===== src/rtl/rrts_ram.sv =====
// ----------------------------------------------------------------------------
// rrts_ram: generic single-port-write, single-read RAM
// Registered read data.
// ----------------------------------------------------------------------------
module rrts_ram #(
  parameter int Width = 32,
  parameter int Depth = 128
) (
  input  logic                     clk,
  input  logic                     we,
  input  logic [$clog2(Depth)-1:0] waddr,
  input  logic [Width-1:0]         wdata,
  input  logic [$clog2(Depth)-1:0] raddr,
  output logic [Width-1:0]         rdata
);

  logic [Width-1:0] mem [Depth];

  always_ff @(posedge clk) begin
    if (we) begin
      mem[waddr] <= wdata;
    end
    rdata <= mem[raddr];
  end

endmodule


===== config.mk =====
export PLATFORM = sky130hd
export DESIGN_NAME = rrts_ram
export DESIGN_NICKNAME = d
export VERILOG_FILES = /design/src/rtl/rrts_ram.sv
export SDC_FILE = /design/constraint.sdc
export NUM_CORES = 2
export LEC_CHECK = 0
export BUFFER_PORTS_ARGS = -buffer_cell sky130_fd_sc_hd__buf_2
export CAP_MARGIN = 10
export CORE_MARGIN = 8
export CORE_UTILIZATION = 53
export CTS_CLUSTER_SIZE = 25
export DETAILED_ROUTE_END_ITERATION = 10
export PLACE_DENSITY = 0.65
export SYNTH_ARGS = -nofsm -noshare
export SYNTH_HDL_FRONTEND = slang
export SYNTH_SLANG_ARGS = --single-unit

===== constraint.sdc =====
create_clock -name clk -period 6.65 [get_ports clk]
set_input_delay 1.33 -clock clk [delete_from_list [all_inputs] [get_ports clk]]
set_output_delay 1.33 -clock clk [all_outputs]
set_load 0.02 [all_outputs]

# After elaboration in Yosys (flattened, before gate mapping)
# Memories as Yosys holds them, arrays and structs flattened. A register that Yosys moved wholly into a read port is not among the register bits.
# Cells that the tools add are included.
[word_totals] ram_bits=4096 memories=1 regBits=0 word_cells=3
[mem_list] memory="mem" depth=128 word_bits=32 read_ports=1 rd_clocked_by_memory_dff=1 wr=1 line="17" rtl="logic [Width-1:0] mem [Depth];"
[op_classes] muxes=2
[op_table] op="1-bit two-way mux" count=2

# Longest topological paths before layout
[logic_depth] ltp_word=2 depth_mapped=8

# Worst setup path after synthesis
# OpenSTA, ideal clock, no wires.
[synth_timing] path_kind="input-to-reg" start="input we" end="memory mem[98][0] (enable)" stages=3 setup_slack_ps=2081 setup_ps=461 required_ps=6189 arrival_time_ps=4108 cell_sequence="clkbuf_1 > nand4_1 > nor3_1"
[synth_between] elab_chain_len=2
[synth_lines] element="start: declaration" line="10" rtl="input logic we,"
[synth_lines] element="1-bit two-way mux" line="20" rtl="if (we) begin"
[synth_lines] element="1-bit two-way mux (not written as such)" line="21" rtl="mem[waddr] <= wdata;"
[synth_lines] element="end: declaration" line="17"
# Every way passes these cells.

==> summary.md <==
| Metric | Value |
|---|---|
| Outcome | finished with violations |
| Violated checks | DRC |
| Period utilization | 0.616 |
| Hold Vio Cnt, Final | 0 |
| Crit path max-delay cell type | mux4_2 |
| Post-DP Area | 0.164 sq mm |
| Die footprint | 0.312 sq mm |
| Die Y | 559 um |
| Buffers on Ports | 79 |
| Main synth FF type | edfxtp_1 |
| Clock Path Buffers | 4 |
| Nets | 6,489 |
| Peak Freq | 0.244 GHz |
| Pre-CTS setup slack | 1.59 ns |
| Pwr Density | 304 mW/mm^2 |
| Clock sink total | 4,128 |
| DRC violations left | 1 |
| Seq/Total Area, Yosys | 0.791 |
| Cts hold-fix bufs | 0 |
| Worst-skew pair later-pin latency | 0.95 ns |
| Worst Tran Pin Value | 1.28 ns |
| Post-Layout Inst Area | 0.177 sq mm |
| Worst EP required | 7.49 ns |
| Vias in the first global route | 70.8k |
| Worst path depth | 7 |
| Yosys reg bits | 4,128 |
| Distinct cells, synth | 17 |
| RePlAce Congestion | 0.845 |
| Critical-path cell list | buf_12 > buf_12 > buf_12 > mux4_2 > mux4_2 > mux4_2 > mux2_2 |
| Setup bufs post-CTS | 0 |
| Starting Density | 0.532 |
| Core Box Area | 0.294 sq mm |
| RSZ-0062 raised after global routing | false |
| Number of max-cap violations | 0 |
| P_leak | 0.0541 uW |
| Antenna violations before repair | 62 |
| EDFF count, synth | 4,096 |
| Largest net degree at the start of global routing | 107 |
| H-tree levels | 5 |
| Yosys top cell area share | 0.787 |
| Area contributors post-synth | edfxtp_1 79%, mux4_2 19%, clkbuf_1 0.44%, dfxtp_1 0.41%, nor2_1 0.29% |
| Final WL | 404 mm |
| IO Count | 80 |
| Max FO, Critical Path | 78 |
| GRT Overall Usage | 0.255 |
| Clock-pin slew on the worst setup and hold paths | 0.06 ns |
| Final Max Slew Viols | 0 |
| Vias per inst | 6.61 |
| Dominant cell type by area after synthesis | edfxtp_1 |
| Critical R2R Launch | mem[125][28] |
| Layout cell share with drive strength beyond 1 | 0.355 |
| Flop2flop setup slack | 4.01 ns |
| Post-layout min period | 4.10 ns |
| First-pass GRT wire length | 561 mm |
| Ys Warns | 0 |
| Final setup violation count | 0 |
| Most frequent cell after synthesis | edfxtp_1 |
| Worst vdd ir | 0.000222 V |
| Dpl hpwl | 232 mm |
| Final worst-path setup slack | 2.55 ns |
| Cells after synthesis | 5,990 |
| Detail Route Antenna Nets | 0 |
| Avg Inst Size Synth | 26.1 sq um |
| Fillers | 19.7k |
| Root buffer cell | clkbuf_16 |
| Setup Skew | 0.0507 ns |
| Type of the worst setup path | input port to flop |
| CP max stage delay | 0.71 ns |
| Worst R2R Path Depth | 4 |
| Slew headroom | 0.143 |
| Asr flop ratio synth | 0 |
| Mapped Area | 0.156 sq mm |
| CTS tree | built |
| WP data arrival | 4.94 ns |
| Worst Setup SP | raddr[0] |
| FP Rows | 199 |
| Detailed Route Iter0 Violations | 11.2k |
| CP bufs+invs | 3 |
| Grt ovf | 0 |
| Via count | 71.0k |
| Syn_nets | 6,038 |
| Layout Area Growth over Synthesis | 13.1% |
| Hold depth | 1 |
| CP startpoint kind | input port |
| Synth top cells by count | 4,096 x edfxtp_1, 1,344 x mux4_2, 182 x clkbuf_1, 122 x nor2_1, 79 x buf_2 |
| Final setup TNS | 0 ns |
| Worst hold path class | input port to flop |
| DR WL/cell | 37.6 um |
| Post-CTS resize count | 0 |
| Worst Setup End Kind | flop |
| Die width | 559 um |
| Initial DRT Pass Iterations | 8 |
| CTS Buf Count | 409 |
| Hold_sp | wdata[14] |
| Delay-heaviest family, CP | multiplexers |
==> cells in the final DEF, fill, tap and decap left out <==
cell type	instances
edfxtp_1	4096
mux4_2	1344
clkbuf_16	415
buf_4	272
nor2_4	119
clkinv_1	110
clkbuf_1	93
clkinv_2	68
diode_2	41
buf_12	40
buf_2	40
mux2_2	32
dfxtp_1	32
bufinv_16	23
nand2_1	11
nor3_2	9
nand3_1	8
clkinv_16	8
inv_6	8
nor2b_1	7
clkbuf_8	5
nand3_2	4
clkinv_8	4
nor2_1	3
nand4_1	3
nand2_2	3
inv_16	3
clkinvlp_4	3
buf_8	3
nand2b_1	2
clkinv_4	2
or3_1	1
inv_8	1
buf_6	1
==> final timing paths <==
path	endpoint
max reg2reg	rdata[28]
min reg2reg	rdata[16]
max	rdata[28]
min	mem[119][14]
==> sequential cells by signal (all words and copies together), names as in the netlist <==
signal	cells
rdata	32
mem	4096
==> layout make-up <==
cell class / instances / area [sq um] / share of cell area
clock inverters: 230 / 1930 / 0.0109
well taps: 3919 / 4900 / 0.0277
flip-flops and latches: 4128 / 124000 / 0.699
clock buffers: 513 / 10800 / 0.0611
diodes: 41 / 103 / 0.000580
multi-input cells: 1546 / 32300 / 0.183
repair buffers: 356 / 3100 / 0.0175
==> report_power, final <==
group	total (uW)	internal, uW	switching, uW
combinational	2800	1060	1740
sequential	28900	28700	126
clock	22000	12400	9620
==> worst register-to-register path: stages (launching register included) <==
cell,delay (ns)
edfxtp_1,0.37
mux4_2,0.47
mux4_2,0.65
mux4_2,0.72
mux2_2,0.33
==> per-layer routing <==
layer | GRT usage | wire, um
met1 | 0.369 | 155000
met3 | 0.0589 | 45300
met2 | 0.397 | 191000
met5 | 0 | 64
met4 | 0.0709 | 12000
==> logic make-up (layout without fill, tap and decap cells) <==
family                 count (synthesis)  after routing  synth area share
flip-flops                          4128           4128             0.791
multiplexers                        1376           1376             0.196
buffers and inverters                316           1099           0.00839
other                                  0             41                 0
AND/OR/NAND/NOR                      170            170           0.00446
==> metrics by stage <==
step	cells	util	total power, uW	hold slack [ns]
CTS	10692	0.602	54000	0.802
floorplan	5990	-	30700	1.07
finish	10733	0.602	53700	0.870
detailed placement	9949	0.558	32200	1.11
global route	10710	0.602	55000	0.834
global placement	9948	0.558	32200	1.11
Power figures use the tool's default switching activity.
