### src/rtl/rrts_pkg.sv
// ----------------------------------------------------------------------------
// rrts_pkg: shared types and constants for the round-robin thread scheduler
// Slot states, result codes, actions and field widths.
// ----------------------------------------------------------------------------
package rrts_pkg;

  localparam int NumSlots  = 128;
  localparam int SlotBits  = 7;
  localparam int ValueBits = 32;

  localparam logic [1:0] ST_EMPTY = 2'd0;
  localparam logic [1:0] ST_READY = 2'd1;
  localparam logic [1:0] ST_RUN   = 2'd2;
  localparam logic [1:0] ST_BLOCK = 2'd3;

  localparam logic [2:0] CODE_OK      = 3'd0;
  localparam logic [2:0] CODE_NOSUCH  = 3'd1;
  localparam logic [2:0] CODE_FULL    = 3'd2;
  localparam logic [2:0] CODE_BLOCKED = 3'd3;
  localparam logic [2:0] CODE_NORUN   = 3'd4;

  localparam logic [2:0] ACT_TICK   = 3'd0;
  localparam logic [2:0] ACT_CREATE = 3'd1;
  localparam logic [2:0] ACT_EXIT   = 3'd2;
  localparam logic [2:0] ACT_JOIN   = 3'd3;
  localparam logic [2:0] ACT_SELF   = 3'd4;

  // Search request broadcast to the cell row.
  localparam logic [1:0] SRCH_RUNNABLE = 2'd0; // ready or running
  localparam logic [1:0] SRCH_READY    = 2'd1; // ready only
  localparam logic [1:0] SRCH_EMPTY    = 2'd2; // empty only

  // Command to the cell row: write one slot.
  typedef struct packed {
    logic                 wr;
    logic [SlotBits-1:0]  idx;
    logic                 set_status;
    logic [1:0]           status;
    logic                 set_ret;
    logic                 ret;
    logic                 set_jv;
    logic                 jv;
    logic                 set_jid;
    logic [SlotBits-1:0]  jid;
  } cell_cmd_t;

  typedef struct packed {
    logic [1:0]          status;
    logic                ret;
    logic                jv;
    logic [SlotBits-1:0] jid;
  } slot_info_t;

endpackage

### src/rtl/rrts_cell.sv
// ----------------------------------------------------------------------------
// rrts_cell: one thread slot of the scheduler row
// Holds slot status, returned flag and joiner link; passes the search token on.
// ----------------------------------------------------------------------------
module rrts_cell (
  input  logic                          clk,
  input  logic                          rst_n,
  input  logic [rrts_pkg::SlotBits-1:0] my_idx,
  input  logic [1:0]                    reset_status,
  input  rrts_pkg::cell_cmd_t           cmd,
  input  logic [1:0]                    srch_kind,
  input  logic                          tok_in,   // token from left neighbor
  output logic                          tok_out,  // token to right neighbor
  output logic                          match,
  output rrts_pkg::slot_info_t          info
);

  logic [1:0]                    status_r, status_nxt;
  logic                          ret_r, ret_nxt;
  logic                          jv_r, jv_nxt;
  logic [rrts_pkg::SlotBits-1:0] jid_r, jid_nxt;
  logic                          tok_r;
  logic                          hit;
  logic                          sel;

  assign sel = cmd.wr && (cmd.idx == my_idx);

  always_comb begin
    status_nxt = status_r;
    ret_nxt    = ret_r;
    jv_nxt     = jv_r;
    jid_nxt    = jid_r;
    if (sel) begin
      if (cmd.set_status) status_nxt = cmd.status;
      if (cmd.set_ret)    ret_nxt    = cmd.ret;
      if (cmd.set_jv)     jv_nxt     = cmd.jv;
      if (cmd.set_jid)    jid_nxt    = cmd.jid;
    end
  end

  always_comb begin
    case (srch_kind)
      rrts_pkg::SRCH_RUNNABLE:
        hit = (status_r == rrts_pkg::ST_READY) || (status_r == rrts_pkg::ST_RUN);
      rrts_pkg::SRCH_READY: hit = (status_r == rrts_pkg::ST_READY);
      rrts_pkg::SRCH_EMPTY: hit = (status_r == rrts_pkg::ST_EMPTY);
      default:              hit = 1'b0;
    endcase
  end

  // Token is registered here; a match is taken by the controller, else pass on.
  assign match   = tok_r && hit;
  assign tok_out = tok_r && !hit;

  always_ff @(posedge clk) begin
    if (!rst_n) begin
      status_r <= reset_status;
      ret_r    <= 1'b0;
      jv_r     <= 1'b0;
      tok_r    <= 1'b0;
    end else begin
      status_r <= status_nxt;
      ret_r    <= ret_nxt;
      jv_r     <= jv_nxt;
      tok_r    <= tok_in;
    end
  end

  always_ff @(posedge clk) begin
    jid_r <= jid_nxt;
  end

  assign info = '{status: status_r, ret: ret_r, jv: jv_r, jid: jid_r};

endmodule

### src/rtl/rrts_row.sv
// ----------------------------------------------------------------------------
// rrts_row: ring of slot cells
// Token enters at the slot after the start index and walks one slot a cycle.
// ----------------------------------------------------------------------------
module rrts_row (
  input  logic                          clk,
  input  logic                          rst_n,
  input  rrts_pkg::cell_cmd_t           cmd,
  input  logic [1:0]                    srch_kind,
  input  logic                          srch_start,
  input  logic                          srch_abort,
  input  logic [rrts_pkg::SlotBits-1:0] srch_from,
  input  logic [rrts_pkg::SlotBits-1:0] rd_idx,
  output logic                          found,
  output logic [rrts_pkg::SlotBits-1:0] found_idx,
  output rrts_pkg::slot_info_t          rd_info
);

  localparam int N = rrts_pkg::NumSlots;

  logic [N-1:0]         tok_out;
  logic [N-1:0]         tok_in;
  logic [N-1:0]         match;
  rrts_pkg::slot_info_t info [N];

  genvar g;
  generate
    for (g = 0; g < N; g++) begin : g_cell
      logic [rrts_pkg::SlotBits-1:0] inj;
      assign inj = srch_from + rrts_pkg::SlotBits'(1);
      assign tok_in[g] = srch_abort ? 1'b0 :
                         ((srch_start && inj == rrts_pkg::SlotBits'(g)) ||
                          tok_out[(g + N - 1) % N]);
      rrts_cell u_cell (
        .clk          (clk),
        .rst_n        (rst_n),
        .my_idx       (rrts_pkg::SlotBits'(g)),
        .reset_status ((g == 0) ? rrts_pkg::ST_RUN : rrts_pkg::ST_EMPTY),
        .cmd          (cmd),
        .srch_kind    (srch_kind),
        .tok_in       (tok_in[g]),
        .tok_out      (tok_out[g]),
        .match        (match[g]),
        .info         (info[g])
      );
    end
  endgenerate

  // At most one token is live, so at most one match.
  always_comb begin
    found_idx = '0;
    for (int i = 0; i < N; i++) begin
      if (match[i]) found_idx = rrts_pkg::SlotBits'(i);
    end
  end
  assign found   = |match;
  assign rd_info = info[rd_idx];

endmodule

### config.mk
export PLATFORM = sky130hd
export DESIGN_NAME = rrts_row
export DESIGN_NICKNAME = d
export VERILOG_FILES = /design/src/rtl/rrts_pkg.sv /design/src/rtl/rrts_cell.sv /design/src/rtl/rrts_row.sv
export SDC_FILE = /design/constraint.sdc
export NUM_CORES = 2
export LEC_CHECK = 0
export ABC_CLOCK_PERIOD_IN_PS = 2900
export BUFFER_PORTS_ARGS = -buffer_cell sky130_fd_sc_hd__buf_2
export CAP_MARGIN = 10
export CORE_MARGIN = 2
export CORE_UTILIZATION = 40
export CTS_BUF_LIST = sky130_fd_sc_hd__clkbuf_8
export DETAILED_ROUTE_END_ITERATION = 10
export GPL_ROUTABILITY_DRIVEN = 1
export PLACE_DENSITY_LB_ADDON = 0.3
export SYNTH_ARGS = -nofsm -noshare
export SYNTH_HDL_FRONTEND = slang
export SYNTH_SLANG_ARGS = --single-unit
### constraint.sdc
create_clock -name clk -period 2.9 [get_ports clk]
set_input_delay 0.29 -clock clk [delete_from_list [all_inputs] [get_ports clk]]
set_output_delay 0.29 -clock clk [all_outputs]
set_load 0.02 [all_outputs]
After elaboration in Yosys (flattened, before gate mapping) --
Index checks and enable logic that the tools add are counted.
Storage, ports and cells: register bits after elaboration 1536, output and inout bits 19, word-level logic and storage cells 2955
Operators by class: add/subtract/negate cells 1, order comparisons 1, equal/unequal tests 512, muxes and demuxes 258, bitwise operators 2, reductions and logical operators 1541
Operators by type and width (count):
- AND reduction 2 bit | 512
- equality test 7 bit (second input constant) | 128
- 2-to-1 mux 7 bit | 126
- logical AND 1 bit | 512
- equality test 7 x 6 -> 1 bit (second input constant) | 64
- one-hot mux 1 bit (3 select lines) | 128
- equality test 2 x 1 -> 1 bit (second input constant) | 129
- equality test 2 bit (second input constant) | 129
- zero test 2 bit | 129
- logical OR 1 bit | 256
- equality test 7 x 5 -> 1 bit (second input constant) | 32
- zero test 1 bit | 128
- OR reduction 128 bit | 1
- equality test 7 x 4 -> 1 bit (second input constant) | 16
- binary-select mux 11 bit (select 7 bit) | 1
- equality test 7 x 3 -> 1 bit (second input constant) | 8
- equality test 7 x 2 -> 1 bit (second input constant) | 4
- 2-to-1 mux 11 bit | 2
- equality test 7 x 1 -> 1 bit (second input constant) | 2
- zero test 7 bit | 2
- greater-or-equal comparator 8 bit (second input constant) | 1
- NOT 7 -> 8 bit | 1
- adder 7 x 1 -> 7 bit (second input constant) | 1
- OR reduction 2 bit | 1
- other kinds (2) | 2

Logic depth before layout (Yosys ltp) --
depth after elaboration 131, mapped depth 14, gate-level depth less buffers 11

Hierarchy --
A second synthesis with hierarchy kept.
Second synthesis, totals: cells, all modules 7750, area total of the unflattened synthesis 94179.1 um2
By module, submodules not included:
- rrts_cell (g_cell[1].u_cell ...) | instances 89, cells each 49, area an instance 631.9 um2, seq. area each 330.3 um2
- rrts_cell (g_cell[0].u_cell ...) | instances 39, cells each 51, area an instance 614.3 um2, seq. area each 330.3 um2
- rrts_row | instances 1, cells each 1400, area an instance 13984.7 um2, seq. area each 0.0 um2

Worst setup path before layout --
No wires, ideal clock.
kind in2out, start point in rd_idx[0] (netlist name), end point out rd_info[0] (netlist name), data arrival time 2.787 ns, required time 2.610 ns, slack -0.177 ns, stages on the path 6, cell sequence buf_2 -> buf_1 -> mux4_2 -> mux4_2 -> mux4_2 -> mux2_2
RTL lines:
- from (decl) | RTL line rrts_row.sv:13 | input logic [rrts_pkg::SlotBits-1:0] rd_idx,
- to (decl) | RTL line rrts_row.sv:16 | output rrts_pkg::slot_info_t rd_info

Final worst setup path --
start point reg g_cell[43].u_cell.status_r[1], end point out found_idx[3] (netlist name)
On the way: longest elaborated chain between the ends 89, elaborated cells between the ends (all ways) 91
RTL lines:
- from (decl) | RTL line rrts_cell.sv:18 | logic [1:0] status_r, status_nxt;
- from (signal assigned) | RTL line rrts_cell.sv:57 | status_r <= reset_status;
- from (signal assigned) | RTL line rrts_cell.sv:62 | status_r <= status_nxt;
- equality test 2 x 1 -> 1 bit or equality test 2 bit (tied branches) | RTL line rrts_cell.sv:44, rrts_cell.sv:45
- logical OR 1 bit | RTL line rrts_cell.sv:44 | hit = (status_r == rrts_pkg::ST_READY) || (status_r == rrts_pkg::ST_RUN);
- one-hot mux 1 bit (3 select lines) * | RTL line rrts_cell.sv:42 | case (srch_kind)
- logical AND 1 bit * | RTL line rrts_cell.sv:52 | assign match = tok_r && hit;
- 2-to-1 mux 7 bit * (85 in series) | RTL line rrts_row.sv:53 | if (match[i]) found_idx = rrts_pkg::SlotBits'(i);
- to (decl) | RTL line rrts_row.sv:15 | output logic [rrts_pkg::SlotBits-1:0] found_idx,
Every way passes the cells marked *; elsewhere a longest branch is shown, timed or not.

==> impl_metrics.py <==
metrics = {
    "finish": {
        "num-nets-final": 7423,
        "multiInputGateArea_sq_mm": 0.0332,
        "n_fill_cell": 16300,
        "syn2layout_area_growth_pct": 22.1,
        "seqCellArea_sq_mm": 0.0398,
        "layout.cells.non_filler": 9787,
        "drive_gt1_frac": 0.279,
    },
    "timing": {
        "setup_violations": 19,
        "whs_ns": 0.111,
        "rsz0062_at_grt": "true",
        "skew_ns": 0.0482,
        "setup_ws_ns": -1.24,
        "tns_ns": -17.51,
        "clock.fmax_ghz": 0.241,
        "min_period_ns": 4.14,
        "max_slew.worst_pin.slew_ns": 0.846,
        "timing.slew.headroom": 0.436,
        "timing_hold_violations_final": 0,
        "fin_crit_sh": 1.43,
        "slew_viol_final": 0,
    },
    "detailed_routing": {
        "via_per_inst": 5.53,
        "drt_iter0_markers": 5147,
        "wire_per_inst_um": 22.7,
        "ant_nets": 0,
        "routed-via-count": 54100,
        "routed_wl_um": 222000,
        "first_pass_iters": 8,
        "drcViolationCount": 0,
    },
    "power": {
        "p_per_area_mw_per_mm2": 505,
        "p_leak_nw": 31.6,
        "vdd_drop_max_mv": 0.437,
    },
    "setup_path": {
        "reg2reg_slack_ns": 0.92,
        "worstPathRequired_ns": 2.61,
        "critPathSlowestCell": "or4_4",
        "cpLargestDelayFamily": "compound AO/OA/AOI/OAI gates",
        "crit_chain": "inv_2, ha_4, mux2_4, a32oi_2, a21boi_2, buf_4, nand4_1, nor3_1, a21oi_1, o31ai_2, a31oi_1, or4_4, buf_6",
        "end_kind": "output pin",
        "arrival_ns": 3.85,
        "cp_num_buf_inv": 3,
        "critical_path_class": "reg -> out",
        "cp_max_fo": 2,
        "slowest_delay_ns": 0.45,
        "worstSetupStartpointType": "register",
    },
    "global_route": {
        "track_usage": 0.229,
        "antenna_found_initial": 13,
        "grt_pass1_wl_um": 333000,
        "grt_pass1_vias": 53100,
        "grt_overflow": 0,
        "grt_max_degree": 129,
    },
    "die": {
        "die_w_um": 436,
        "initial_core_util": 0.402,
        "pin_count": 62,
        "core_area_sq_mm": 0.185,
        "rows": 158,
        "die_y_um": 436,
        "die_area_sq_mm": 0.190,
    },
    "synth": {
        "synthSimpleGateAreaFrac": 0.127,
        "yosysSeqAreaShare": 0.533,
        "synth_top_family_by_area": "multiplexers",
        "synthMuxAreaShare": 0.159,
        "synth_compound_area_frac": 0.0944,
        "synth_edf_count": 896,
        "ys_ff_latch": 1536,
        "syn-instance-count": 6321,
        "yosys.area_share.xor_xnor": 0.000118,
        "synth_nets": 6620,
        "synthArstFlopShare": 0,
        "synthesis.area_sq_mm": 0.0745,
        "synth-adder-area-share": 0.0430,
        "avgSynthCellArea_sq_um": 11.8,
        "synth_ff_type": "edfxtp_1",
        "synthDistinctLibCells": 77,
        "ys_warn_count": 0,
    },
    "clocking": {
        "numCtsBuffers": 279,
        "clock-sinks": 1536,
        "clk_path_buf_depth": 4,
        "cts_tree": "yes",
        "clk_pin_slew_ns": 0.06,
        "insertion_delay_ns": 0.99,
        "cts_max_level": 5,
        "cts_root_buffer": "clkbuf_8",
    },
    "placement": {
        "dp.cells": 9257,
        "portBuffers": 61,
        "routabilityCongestion": 0.976,
        "place_ws_ns": -0.828,
        "detailed_place_hpwl_um": 155000,
    },
    "run": {
        "drv_cap": 0,
    },
    "hold_path": {
        "hp-class": "in -> reg",
    },
    "status": {
        "status": "finished, violations left",
        "failed_checks": "setup timing",
    },
}
worst min-delay path: stages:
cell	delay (ns)
buf_4	0.15
buf_12	0.16
buf_4	0.17
o211ai_1	0.17
a21oi_1	0.07
final cells by class:
cell class	count	area share
well taps	2480	0.0341
repair buffers	947	0.0918
inverters	385	0.0159
flip-flops and latches	1536	0.437
multi-input cells	3975	0.365
clock inverters	148	0.00872
clock buffers	308	0.0466
diodes	8	0.000220
path summary, 6_finish.rpt:
kind,depth (start not counted),end,from
min reg2reg,2,g_cell[58].u_cell.jv_r$_SDFFE_PN0P_,g_cell[58].u_cell.jv_r$_SDFFE_PN0P_
max,13,found_idx[3],g_cell[43].u_cell.status_r[1]$_SDFFE_PN0P_
max reg2reg,7,g_cell[78].u_cell.tok_r$_SDFF_PP0_,g_cell[77].u_cell.status_r[0]$_SDFFE_PN0P_
min,5,g_cell[10].u_cell.tok_r$_SDFF_PP0_,srch_kind[0]
power by group:
group | internal [W] | switching, W | leakage, nW
Combinational | 0.00143 | 0.00212 | 15.4
Clock | 0.0103 | 0.00902 | 2.93
Sequential | 0.0231 | 0.0000134 | 13.2
Total | 0.0348 | 0.0112 | 31.6
state kept, by name, summed over array words and instances (netlist names):
name / cells
g_cell.u_cell.jid_r: 896
g_cell.u_cell.jv_r: 128
g_cell.u_cell.tok_r: 128
g_cell.u_cell.ret_r: 128
g_cell.u_cell.status_r: 256
metal layers:
metal,global-route usage,wire (um)
met4,0.0858,8990
met2,0.378,106000
met3,0.0397,15100
met1,0.302,91900
met5,0,0
per-stage QoR:
stage               cell area (sq um)  total power (W)  utilization
floorplan                       74600           0.0254            -
global placement                83400           0.0269        0.450
detailed placement              83400           0.0269        0.450
CTS                             89500           0.0462        0.483
global route                    91000           0.0474        0.491
finish                          91000           0.0459        0.491
cell usage in the layout (no fill, tap or decap), types with 9 or more instances in the layout:
cell type / instances
nand2_1: 1061
edfxtp_1: 896
buf_4: 765
dfxtp_1: 582
nand3_1: 540
a21boi_0: 513
mux4_2: 462
inv_1: 458
nor2_1: 311
clkbuf_8: 308
ha_1: 239
and3_1: 132
a22oi_1: 111
mux2i_1: 103
buf_12: 82
dfxtp_2: 58
buf_6: 44
o2bb2ai_2: 34
o2bb2ai_1: 34
o21ai_0: 33
a21oi_1: 31
dlygate4sd3_1: 31
a2bb2oi_1: 25
clkinv_2: 23
clkinv_1: 22
a22oi_2: 21
buf_2: 21
ha_4: 17
inv_2: 16
nand4_1: 15
mux2_4: 15
nor3_1: 13
a21oi_2: 12
nand2b_1: 11
nor2b_1: 10
nand3b_1: 10
nand3_2: 9
o21ai_1: 9
kinds of logic after synthesis:
family / Yosys count
AND/OR/NAND/NOR: 2178
flip-flops: 1536
AO/OA/AOI/OAI: 939
buffers and inverters: 810
multiplexers: 601
adder cells (fa/ha/maj): 256
XOR/XNOR: 1
Yosys cell counts (45+ instances only):
cell | instances | area (sq um)
mux2i_1 | 119 | 1190
inv_1 | 384 | 1440
edfxtp_1 | 896 | 26900
nand2_1 | 1070 | 4020
a21boi_0 | 513 | 3850
o2bb2ai_1 | 74 | 648
a21oi_1 | 46 | 230
nand3_1 | 549 | 2750
o21ai_0 | 45 | 225
buf_2 | 53 | 265
nor2_1 | 314 | 1180
clkbuf_1 | 323 | 1210
and3_1 | 132 | 826
mux4_2 | 462 | 10400
dfxtp_1 | 640 | 12800
ha_1 | 256 | 3200
a22oi_1 | 132 | 991
timing repair:
action | CTS | global route
setup buffers | 11 | 35
gates cloned | 0 | 0
endpoints found under the setup margin | 19 | 19
resized for setup | 152 | 267
hold buffers | 31 | 0
pin swaps | 26 | 104
endpoints found under the hold margin | 929 | 0
(Power assumes the default switching activity.)
